## src/rtl/core/assert_macros.svh

```systemverilog
// assertion macros shared by the rtl files
// each macro expects clk and rst in scope; no other dependencies
`ifndef ASSERT_MACROS_SVH
`define ASSERT_MACROS_SVH

// property checked at every rising edge outside reset
`define ASSERT_CLK(label, prop, msg) \
  label: assert property (@(posedge clk) disable iff (rst) (prop)) else $error(msg);

// implication checked at every rising edge outside reset
`define ASSERT_IMPLY(label, pre, post, msg) \
  label: assert property (@(posedge clk) disable iff (rst) (pre) |-> (post)) else $error(msg);

// next-cycle implication checked outside reset
`define ASSERT_NEXT(label, pre, post, msg) \
  label: assert property (@(posedge clk) disable iff (rst) (pre) |=> (post)) else $error(msg);

`endif

```

## src/rtl/core/sslo_pkg.sv

```systemverilog
// shared types and constants of the sweeping stripe luma overlay
// no dependencies
`default_nettype none

package sslo_pkg;

  localparam int POS_W  = 14;
  localparam int FRAC_W = 4;
  localparam int COL_W  = 10;
  localparam int ROW_W  = 10;
  localparam int LUMA_W = 8;
  localparam int PHASE_W = 7;
  localparam int REG_IDX_W = 3;
  localparam int REG_DATA_W = 10;

  localparam logic [LUMA_W-1:0] WHITE_LEVEL = 8'd235;
  localparam logic [FRAC_W:0]   FULL_COVER  = 5'd16;

  typedef logic [POS_W-1:0] pos_t;

  typedef enum logic {
    CMD_TICK   = 1'b0,
    CMD_SAMPLE = 1'b1
  } cmd_t;

  typedef enum logic [REG_IDX_W-1:0] {
    REG_BOX_LEFT   = 3'd0,
    REG_BOX_RIGHT  = 3'd1,
    REG_BOX_TOP    = 3'd2,
    REG_BOX_BOTTOM = 3'd3,
    REG_ENABLE     = 3'd4,
    REG_PAUSE      = 3'd5
  } cfg_reg_t;

  typedef struct packed {
    logic shown;
    logic busy;
  } sweep_status_t;

endpackage

`default_nettype wire

```

## src/rtl/core/sslo_pix_if.sv

```systemverilog
// input channel: picture ticks and luma samples
// depends on sslo_pkg
`default_nettype none

interface sslo_pix_if;
  logic                       valid;
  logic                       ready;
  logic                       cmd;
  logic [sslo_pkg::COL_W-1:0]  pixel_x;
  logic [sslo_pkg::ROW_W-1:0]  pixel_y;
  logic [sslo_pkg::LUMA_W-1:0] luma_in;

  modport source (output valid, cmd, pixel_x, pixel_y, luma_in, input ready);
  modport sink (input valid, cmd, pixel_x, pixel_y, luma_in, output ready);
endinterface

`default_nettype wire

```

## src/rtl/core/sslo_res_if.sv

```systemverilog
// result channel: blended luma
// depends on sslo_pkg
`default_nettype none

interface sslo_res_if;
  logic                       valid;
  logic                       ready;
  logic [sslo_pkg::LUMA_W-1:0] luma_out;

  modport source (output valid, luma_out, input ready);
  modport sink (input valid, luma_out, output ready);
endinterface

`default_nettype wire

```

## src/rtl/core/sslo_cfg_if.sv

```systemverilog
// configuration write channel: register index and write data
// depends on sslo_pkg
`default_nettype none

interface sslo_cfg_if;
  logic                           valid;
  logic                           ready;
  logic [sslo_pkg::REG_IDX_W-1:0]  index;
  logic [sslo_pkg::REG_DATA_W-1:0] data;

  modport source (output valid, index, data, input ready);
  modport sink (input valid, index, data, output ready);
endinterface

`default_nettype wire

```

## src/rtl/core/sslo_sweep.sv

```systemverilog
// stripe position generator: triangle phase and per-field positions
// three-stage pipeline (fold, multiply, reciprocal divide); depends on sslo_pkg
`default_nettype none

module sslo_sweep #(
  parameter int STRIPE_WIDTH = 4,
  parameter int SWEEP_LENGTH = 50
) (
  input  wire logic                      clk,
  input  wire logic                      rst,
  input  wire logic                      tick,
  input  wire logic                      enable,
  input  wire logic                      pause,
  input  wire logic [sslo_pkg::COL_W-1:0] box_left,
  input  wire logic [sslo_pkg::COL_W-1:0] box_right,
  output sslo_pkg::pos_t                 positions [2],
  output sslo_pkg::sweep_status_t        status
);
  import sslo_pkg::*;

  localparam int PERIOD = 2 * SWEEP_LENGTH;
  localparam int STEPS  = SWEEP_LENGTH - 1;
  localparam int HALF   = STEPS / 2;
  localparam int F_W    = $clog2(SWEEP_LENGTH);
  localparam int TRAV_W = POS_W;
  localparam int NUM_W  = TRAV_W + F_W + 1;
  localparam int SHIFT  = NUM_W + $clog2(STEPS + 1);
  localparam int RCP_W  = SHIFT + 1;
  localparam logic [RCP_W-1:0] RECIP =
      RCP_W'(((64'd1 << SHIFT) + 64'(STEPS) - 64'd1) / 64'(STEPS));
  localparam int PROD_W = NUM_W + RCP_W;

  logic [PHASE_W-1:0] phase;
  logic               shown;

  // stage 1: travel and folded field index
  logic               s1_valid;
  logic [TRAV_W-1:0]  s1_travel;
  logic [F_W-1:0]     s1_f [2];
  logic [COL_W-1:0]   s1_left;
  // stage 2: rounded numerator
  logic               s2_valid;
  logic [NUM_W-1:0]   s2_num [2];
  logic [COL_W-1:0]   s2_left;
  // stage 3: scaled by reciprocal
  logic               s3_valid;
  logic [PROD_W-1:0]  s3_prod [2];
  logic [COL_W-1:0]   s3_left;

  logic [COL_W+1:0]   span;
  logic [TRAV_W-1:0]  travel;
  logic [PHASE_W-1:0] ph [2];
  logic [PHASE_W-1:0] phase_inc;
  logic [PHASE_W:0]   phase_adv;
  logic [PHASE_W-1:0] phase_next;
  logic [F_W-1:0]     f_fold [2];
  logic               run;

  assign run = tick && enable && !pause;

  always_comb begin
    span = {2'b00, box_right} - (COL_W+2)'(STRIPE_WIDTH) - {2'b00, box_left};
    // narrow box: travel clamps at zero
    travel = span[COL_W+1] ? '0 : {span[COL_W-1:0], {FRAC_W{1'b0}}};
    phase_inc = phase + PHASE_W'(1);
    ph[0] = phase;
    ph[1] = (phase_inc == PHASE_W'(PERIOD)) ? '0 : phase_inc;
    for (int k = 0; k < 2; k++) begin
      f_fold[k] = (ph[k] < PHASE_W'(SWEEP_LENGTH)) ? F_W'(ph[k])
                                                   : F_W'(PHASE_W'(PERIOD - 1) - ph[k]);
    end
    phase_adv = {1'b0, phase} + (PHASE_W+1)'(2);
    phase_next = (phase_adv >= (PHASE_W+1)'(PERIOD))
                   ? PHASE_W'(phase_adv - (PHASE_W+1)'(PERIOD)) : PHASE_W'(phase_adv);
  end

  always_ff @(posedge clk) begin
    if (rst) begin
      phase    <= '0;
      shown    <= 1'b0;
      s1_valid <= 1'b0;
      s2_valid <= 1'b0;
      s3_valid <= 1'b0;
    end else begin
      s1_valid <= run;
      s2_valid <= s1_valid;
      s3_valid <= s2_valid;
      if (tick && !run) begin
        shown <= 1'b0;
        phase <= '0;
      end else if (run) begin
        phase <= phase_next;
      end
      if (s3_valid) begin
        shown <= 1'b1;
      end
    end
  end

  always_ff @(posedge clk) begin
    if (run) begin
      s1_travel <= travel;
      s1_f[0]   <= f_fold[0];
      s1_f[1]   <= f_fold[1];
      s1_left   <= box_left;
    end
    s2_left <= s1_left;
    s3_left <= s2_left;
    for (int k = 0; k < 2; k++) begin
      s2_num[k]  <= NUM_W'(NUM_W'(s1_travel) * NUM_W'(s1_f[k])) + NUM_W'(HALF);
      s3_prod[k] <= PROD_W'(s2_num[k]) * PROD_W'(RECIP);
    end
    if (s3_valid) begin
      for (int k = 0; k < 2; k++) begin
        positions[k] <= {s3_left, {FRAC_W{1'b0}}} + POS_W'(s3_prod[k][SHIFT +: TRAV_W]);
      end
    end
  end

  assign status.shown = shown;
  assign status.busy  = s1_valid || s2_valid || s3_valid;

`include "assert_macros.svh"

  `ASSERT_CLK(a_one_tick_in_flight, $onehot0({s1_valid, s2_valid, s3_valid}),
              "more than one tick in the sweep pipeline")
  `ASSERT_NEXT(a_shown_after_pipe, !shown && !s3_valid, !shown,
               "stripe shown without a finished tick")
  `ASSERT_CLK(a_phase_in_period, {1'b0, phase} < (PHASE_W+1)'(PERIOD),
              "field phase outside its period")

endmodule

`default_nettype wire

```

## src/rtl/core/sslo_blend.sv

```systemverilog
// per-sample coverage and blend toward white
// combinational; depends on sslo_pkg
`default_nettype none

module sslo_blend #(
  parameter int SCREEN_WIDTH = 720,
  parameter int STRIPE_WIDTH = 4
) (
  input  wire logic [sslo_pkg::COL_W-1:0]  pixel_x,
  input  wire logic [sslo_pkg::ROW_W-1:0]  pixel_y,
  input  wire logic [sslo_pkg::LUMA_W-1:0] luma_in,
  input  wire sslo_pkg::pos_t              positions [2],
  input  wire logic                        shown,
  input  wire logic                        pause,
  input  wire logic [sslo_pkg::ROW_W-1:0]  box_top,
  input  wire logic [sslo_pkg::ROW_W-1:0]  box_bottom,
  output logic [sslo_pkg::LUMA_W-1:0]      luma_out
);
  import sslo_pkg::*;

  pos_t                 pos;
  logic [COL_W-1:0]     ix;
  logic [FRAC_W-1:0]    frac;
  logic [COL_W:0]       x_ext;
  logic [COL_W:0]       ix_end;
  logic [FRAC_W:0]      cov;
  logic                 active;
  logic [LUMA_W-1:0]    diff;
  logic [LUMA_W+FRAC_W:0] prod;

  always_comb begin
    pos    = positions[pixel_y[0]];
    ix     = pos[POS_W-1:FRAC_W];
    frac   = pos[FRAC_W-1:0];
    x_ext  = {1'b0, pixel_x};
    ix_end = {1'b0, ix} + (COL_W+1)'(STRIPE_WIDTH);

    // partial at the left edge, full inside, partial at the right edge
    if (pixel_x == ix) begin
      cov = FULL_COVER - {1'b0, frac};
    end else if (x_ext > {1'b0, ix} && x_ext < ix_end) begin
      cov = FULL_COVER;
    end else if (x_ext == ix_end) begin
      cov = {1'b0, frac};
    end else begin
      cov = '0;
    end

    active = shown && !pause && pixel_y >= box_top && pixel_y < box_bottom
             && x_ext < (COL_W+1)'(SCREEN_WIDTH);

    diff = WHITE_LEVEL - luma_in;
    prod = (LUMA_W+FRAC_W+1)'(diff) * (LUMA_W+FRAC_W+1)'(cov);

    if (!active || cov == '0 || luma_in >= WHITE_LEVEL) begin
      luma_out = luma_in;
    end else begin
      luma_out = luma_in + prod[FRAC_W +: LUMA_W];
    end
  end

endmodule

`default_nettype wire

```

## src/rtl/core/sweeping_stripe_luma_overlay.sv

```systemverilog
// sweeping stripe luma overlay, top level: config registers, sample path, result skid
// depends on sslo_pkg, the channel interfaces, sslo_sweep and sslo_blend
//
//  port  | role   | carries
//  ------+--------+------------------------------------------
//  pix   | sink   | cmd, pixel_x, pixel_y, luma_in
//  res   | source | luma_out, one per luma sample
//  cfg   | sink   | index, data (box, enable, pause)
//
// a luma sample is blended and registered as a result; one per clock
// while pix.ready is high; a running picture tick holds pix.ready low while the
// sweep pipeline (fold, multiply, reciprocal scale) finishes; an idle tick leaves it high
// results sit in an output register backed by a one-entry skid buffer
// rst is synchronous; cfg.ready is always high
`default_nettype none

module sweeping_stripe_luma_overlay #(
  parameter int SCREEN_WIDTH = 720,
  parameter int STRIPE_WIDTH = 4,
  parameter int SWEEP_LENGTH = 50
) (
  input wire logic   clk,
  input wire logic   rst,
  sslo_pix_if.sink   pix,
  sslo_res_if.source res,
  sslo_cfg_if.sink   cfg
);
  import sslo_pkg::*;

  logic [COL_W-1:0] box_left;
  logic [COL_W-1:0] box_right;
  logic [ROW_W-1:0] box_top;
  logic [ROW_W-1:0] box_bottom;
  logic             enable;
  logic             pause;

  pos_t             positions [2];
  sweep_status_t    sweep_stat;

  logic              pix_fire;
  logic              tick;
  logic              sample;
  logic [LUMA_W-1:0] blended;

  logic              out_valid;
  logic [LUMA_W-1:0] out_luma;
  logic              skid_valid;
  logic [LUMA_W-1:0] skid_luma;

  assign cfg.ready = 1'b1;

  always_ff @(posedge clk) begin
    if (rst) begin
      box_left   <= '0;
      box_right  <= '0;
      box_top    <= '0;
      box_bottom <= '0;
      enable     <= 1'b0;
      pause      <= 1'b0;
    end else if (cfg.valid) begin
      unique case (cfg_reg_t'(cfg.index))
        REG_BOX_LEFT:   box_left   <= cfg.data;
        REG_BOX_RIGHT:  box_right  <= cfg.data;
        REG_BOX_TOP:    box_top    <= cfg.data;
        REG_BOX_BOTTOM: box_bottom <= cfg.data;
        REG_ENABLE:     enable     <= cfg.data[0];
        REG_PAUSE:      pause      <= cfg.data[0];
        default: ;
      endcase
    end
  end

  assign pix.ready = !skid_valid && !sweep_stat.busy;
  assign pix_fire  = pix.valid && pix.ready;
  assign tick      = pix_fire && (cmd_t'(pix.cmd) == CMD_TICK);
  assign sample    = pix_fire && (cmd_t'(pix.cmd) == CMD_SAMPLE);

  sslo_sweep #(
    .STRIPE_WIDTH (STRIPE_WIDTH),
    .SWEEP_LENGTH (SWEEP_LENGTH)
  ) u_sweep (
    .clk       (clk),
    .rst       (rst),
    .tick      (tick),
    .enable    (enable),
    .pause     (pause),
    .box_left  (box_left),
    .box_right (box_right),
    .positions (positions),
    .status    (sweep_stat)
  );

  sslo_blend #(
    .SCREEN_WIDTH (SCREEN_WIDTH),
    .STRIPE_WIDTH (STRIPE_WIDTH)
  ) u_blend (
    .pixel_x    (pix.pixel_x),
    .pixel_y    (pix.pixel_y),
    .luma_in    (pix.luma_in),
    .positions  (positions),
    .shown      (sweep_stat.shown),
    .pause      (pause),
    .box_top    (box_top),
    .box_bottom (box_bottom),
    .luma_out   (blended)
  );

  // output register with a skid entry behind it
  always_ff @(posedge clk) begin
    if (rst) begin
      out_valid  <= 1'b0;
      skid_valid <= 1'b0;
    end else if (!out_valid || res.ready) begin
      if (skid_valid) begin
        out_valid  <= 1'b1;
        skid_valid <= 1'b0;
      end else begin
        out_valid <= sample;
      end
    end else if (sample) begin
      skid_valid <= 1'b1;
    end
  end

  always_ff @(posedge clk) begin
    if (!out_valid || res.ready) begin
      out_luma <= skid_valid ? skid_luma : blended;
    end else if (sample) begin
      skid_luma <= blended;
    end
  end

  assign res.valid    = out_valid;
  assign res.luma_out = out_luma;

`include "assert_macros.svh"

  `ASSERT_IMPLY(a_skid_behind_out, skid_valid, out_valid,
                "skid entry held with an empty output register")
  `ASSERT_NEXT(a_sample_gives_result, sample, out_valid,
               "accepted sample left no result")
  `ASSERT_IMPLY(a_no_request_while_sweeping, sweep_stat.busy, !pix.ready,
                "request taken while the sweep pipeline runs")

endmodule

`default_nettype wire

```

## src/flat_wrapper.sv

```systemverilog
// flat-port wrapper written by rule: the top's interface ports become plain ports
module sweeping_stripe_luma_overlay_flat import sslo_pkg::*;
#(
  parameter int SCREEN_WIDTH = 720,
  parameter int STRIPE_WIDTH = 4,
  parameter int SWEEP_LENGTH = 50
)
  (clk, rst, pix_valid, pix_cmd, pix_pixel_x, pix_pixel_y, pix_luma_in, pix_ready, res_valid, res_luma_out, res_ready, cfg_valid, cfg_index, cfg_data, cfg_ready);
  sslo_pix_if pix_i ();
  sslo_res_if res_i ();
  sslo_cfg_if cfg_i ();
  input wire logic clk;
  input wire logic rst;
  input wire logic [$bits(pix_i.valid)-1:0] pix_valid;
  input wire logic [$bits(pix_i.cmd)-1:0] pix_cmd;
  input wire logic [$bits(pix_i.pixel_x)-1:0] pix_pixel_x;
  input wire logic [$bits(pix_i.pixel_y)-1:0] pix_pixel_y;
  input wire logic [$bits(pix_i.luma_in)-1:0] pix_luma_in;
  output wire logic [$bits(pix_i.ready)-1:0] pix_ready;
  output wire logic [$bits(res_i.valid)-1:0] res_valid;
  output wire logic [$bits(res_i.luma_out)-1:0] res_luma_out;
  input wire logic [$bits(res_i.ready)-1:0] res_ready;
  input wire logic [$bits(cfg_i.valid)-1:0] cfg_valid;
  input wire logic [$bits(cfg_i.index)-1:0] cfg_index;
  input wire logic [$bits(cfg_i.data)-1:0] cfg_data;
  output wire logic [$bits(cfg_i.ready)-1:0] cfg_ready;
  assign pix_i.valid = pix_valid;
  assign pix_i.cmd = pix_cmd;
  assign pix_i.pixel_x = pix_pixel_x;
  assign pix_i.pixel_y = pix_pixel_y;
  assign pix_i.luma_in = pix_luma_in;
  assign pix_ready = pix_i.ready;
  assign res_valid = res_i.valid;
  assign res_luma_out = res_i.luma_out;
  assign res_i.ready = res_ready;
  assign cfg_i.valid = cfg_valid;
  assign cfg_i.index = cfg_index;
  assign cfg_i.data = cfg_data;
  assign cfg_ready = cfg_i.ready;
  sweeping_stripe_luma_overlay #(.SCREEN_WIDTH(SCREEN_WIDTH), .STRIPE_WIDTH(STRIPE_WIDTH), .SWEEP_LENGTH(SWEEP_LENGTH)) u_core (.clk(clk), .rst(rst), .pix(pix_i), .res(res_i), .cfg(cfg_i));
endmodule
```

## config.mk

```make
export PLATFORM = sky130hd
export DESIGN_NAME = sweeping_stripe_luma_overlay_flat
export DESIGN_NICKNAME = d
export VERILOG_FILES = /design/src/rtl/core/sslo_pkg.sv /design/src/rtl/core/sslo_pix_if.sv /design/src/rtl/core/sslo_res_if.sv /design/src/rtl/core/sslo_cfg_if.sv /design/src/rtl/core/sslo_sweep.sv /design/src/rtl/core/sslo_blend.sv /design/src/rtl/core/sweeping_stripe_luma_overlay.sv /design/src/flat_wrapper.sv
export VERILOG_INCLUDE_DIRS = /design/src /design/src/rtl/core
export SDC_FILE = /design/constraint.sdc
export NUM_CORES = 1
export LEC_CHECK = 0
export ABC_AREA = 1
export BUFFER_PORTS_ARGS = -buffer_cell sky130_fd_sc_hd__buf_2
export CAP_MARGIN = 20
export CORE_AREA = 3 3 310 312
export DETAILED_ROUTE_END_ITERATION = 8
export DIE_AREA = 0 0 313 315
export GPL_TIMING_DRIVEN = 0
export PLACE_DENSITY = 0.42
export SLEW_MARGIN = 40
export SYNTH_ARGS = -nofsm -noshare
export SYNTH_HDL_FRONTEND = slang
export SYNTH_HIERARCHICAL = 1
export SYNTH_SLANG_ARGS = --single-unit
```

## constraint.sdc

```tcl
create_clock -name clk -period 9.15 [get_ports clk]
set_clock_uncertainty 0.2 [all_clocks]
set_input_delay 0.4575 -clock clk [delete_from_list [all_inputs] [get_ports clk]]
set_output_delay 0.4575 -clock clk [all_outputs]
set_load 0.1 [all_outputs]
```

==> results_dict.tcl <==
set metrics [dict create \
    clock-sinks 207 \
    tightestPinTransition_ps 842 \
    cap_violations 0 \
    dpl_cell_area_sq_um 29900 \
    drt_iter0_drc 919 \
    drtAntennaViolNets 0 \
    yosys_warnings 6 \
    clkTransAtPathRegs_ps 60 \
    rsz0062_at_grt "no" \
    multi_input_area_sq_um 20300 \
    worstReg2RegEnd "u_core/res.luma_out[7]" \
    synth_nets 4164 \
    dieHeight_microns 315 \
    worstSkewPairLatency_ps 550 \
    syn2layout_area_growth_pct 10.2 \
    design_area_sq_um 30900 \
    min_to "u_core/box_bottom[0]" \
    detail_route.wirelength_microns 71300 \
    ys.flop_type "dfxtp_1" \
    cts.hold.buffers_added 10 \
    coreArea_sq_um 93300 \
    post-route-period-util_pct 90.9 \
    synth-seq-cells 207 \
    slowest_delay_ps 550 \
    ys_async_sr_fraction_pct 0 \
    io_pins 58 \
    min_from "cfg_data[0]" \
    start_util_pct 30.0 \
    cts_buffer_depth 3 \
    drc 0 \
    cts_tree "done" \
    status "finished, final reports clean" \
    post_synth_num_cell_types 56 \
    grt_pass1_wl_microns 117000 \
    synth-edff-count 71 \
    path_class "input pin to register" \
    fin_nets 4260 \
    worstPathArrival_ps 8400 \
    syn_inst 3239 \
    cts_resized 0 \
    drive_above_1_share_pct 5.69 \
    place.gp.congestion 0.813 \
    min_period_ps 8310 \
    synth_top_area_cell "ha_1" \
    grt-ovfl-total 0 \
    n_fill_cell 10000 \
    timing.critical_path.from "pix_pixel_y[0]" \
    cp_data_required_time_ps 9240 \
    cts_max_level 1 \
    numCtsBuffers 26 \
    crit_top_cell "nand2_1" \
    first_global_vias 21500 \
    die_w_microns 313 \
    post_cts_buffers 0 \
    relSlewSlack_pct 43.8 \
    fmax_mhz 120 \
    synthesis.area_sq_um 28000 \
    hp-class "input pin to register" \
    final.setup.tns_ps 0 \
    io_buffers 56 \
    hold_path_depth 3 \
    crit_path_start_kind "input pin" \
    viasPerCell 4.40 \
    regArea_sq_um 4860 \
    hpwl_microns 61500 \
    synth_area_leaders "ha_1, fa_1, dfxtp_1, inv_1, edfxtp_1" \
    netlist.area_leader.share_pct 25.2 \
    slew_viol_final 0 \
    postSynthAreaPerCell_sq_um 8.64 \
    r2r_slack_ps 840 \
    grt_max_degree 30 \
    antenna_found_initial 2 \
    end_kind "register" \
    avgRoutedWirePerCell_microns 15.5 \
    crit_path_max_fanout 10 \
    grt_usage_pct 14.9 \
    critical-path-slowest-cell "fa_1" \
    r2r-start "u_core/u_sweep/positions[6]" \
    rows 112 \
    drt_first_pass_iters 5 \
    num_vias 20300 \
    root_buffer "clkbuf_16" \
    r2r_cells 48 \
    hold_viol 0 \
    setup_viol 0 \
    dieArea_sq_um 98600 \
    synth-seq-area-share_pct 17.3 \
]
cell usage in the layout, fill, tap and decap left out, types with 11 or more instances in the layout:
master,count
a21o_1,20
a21oi_1,138
buf_2,61
clkbuf_1,12
clkbuf_16,29
dfxtp_1,129
edfxtp_1,71
fa_1,314
ha_1,564
inv_1,698
nand2_1,552
nand2_2,17
nand3_1,88
nand4_1,34
nor2_1,250
nor3_1,21
o211ai_1,11
o21ai_0,62
o21ai_1,12
o21ai_2,12
o21bai_1,11
xnor2_1,34
xor2_1,71
worst max path at each step:
stage | to | cells past startpoint
finish | u_core/res.luma_out[7] | 51
global route | u_core/res.luma_out[7] | 48
CTS | u_core/res.luma_out[7] | 48
detailed placement | u_core/res.luma_out[7] | 51
global placement | u_core/res.luma_out[7] | 51
floorplan | u_core/res.luma_out[7] | 50
worst max-delay path: cells and delay by family:
family,cells,cell delay [ps]
buffers and inverters,9,890
and+or+nand+nor,28,2740
AOI/OAI and AO/OA,4,860
xor gates and xnor gates,3,660
adders and majority gates,7,2770
per-layer routing:
metal	wire length, microns	GRT usage (%)
met2	32200	24.6
met1	36500	21.7
met5	13	0
met4	971	2.22
met3	1660	0.927
flip-flops by register name, summed over array words and instances, names as in the netlist, 6 cells and up:
signal / cells
u_core/box_bottom: 10
u_core/box_left: 10
u_core/box_right: 10
u_core/box_top: 10
u_core/res.luma_out: 8
u_core/skid_luma: 8
u_core/u_sweep/phase: 6
u_core/u_sweep/positions: 28
u_core/u_sweep/s1_f: 7
u_core/u_sweep/s1_left: 10
u_core/u_sweep/s1_travel: 10
u_core/u_sweep/s2_left: 10
u_core/u_sweep/s2_num: 34
u_core/u_sweep/s3_left: 10
u_core/u_sweep/s3_prod: 28
cell type report:
cell class / instances / area share, %
Tap cell: 1254 / 5.08
Timing Repair Buffer: 68 / 1.32
Multi-Input combinational cell: 2298 / 65.9
Buffer: 24 / 0.434
Inverter: 710 / 8.65
Clock inverter: 19 / 0.478
Clock buffer: 29 / 2.35
Antenna cell: 1 / 0.00811
Sequential cell: 207 / 15.8
cells in the mapped netlist, types with 3 or more instances:
master       n
inv_1      698
ha_1       564
nand2_1    552
fa_1       314
nor2_1     250
a21oi_1    138
dfxtp_1    136
nand3_1     88
edfxtp_1    71
xor2_1      71
o21ai_0     62
nand4_1     34
xnor2_1     34
nor3_1      21
a21o_1      20
nand2_2     17
clkbuf_1    12
o21ai_1     12
o21ai_2     12
o211ai_1    11
o21bai_1    11
or2_2        9
a31oi_1      7
inv_2        7
nor4_1       7
o21a_1       7
nand2_4      6
o2111ai_1    6
a211oi_1     5
a21boi_0     5
buf_2        5
nand3b_1     5
buf_4        4
clkinv_1     4
nor2_2       4
buf_6        3
nand3_2      3
cell families (layout without fill, tap and decap cells):
logic type,count (synthesis),in the layout,synth area share [%]
adders and majority gates,878,878,47.7
other,1,2,0.0134
and+or+nand+nor,1005,1005,15.1
muxes,2,2,0.0715
DFF,207,207,17.3
xor gates and xnor gates,106,106,3.34
buffers and inverters,734,850,10.0
AOI/OAI and AO/OA,306,306,6.45
stage by stage:
step	hold WS [ps]	setup slack, ps	instances	util [%]
6_report	24.1	837	4610	33.1
5_1_grt	25.6	282	4609	33.1
4_1_cts	4.87	830	4609	33.1
3_5_place_dp	112	306	4551	32.0
3_3_place_gp	112	278	4549	32.0
2_1_floorplan	110	1740	3239	-
Power is not shown: default switching activity piles up to over one toggle a cycle in this logic, so the estimate is an artifact.
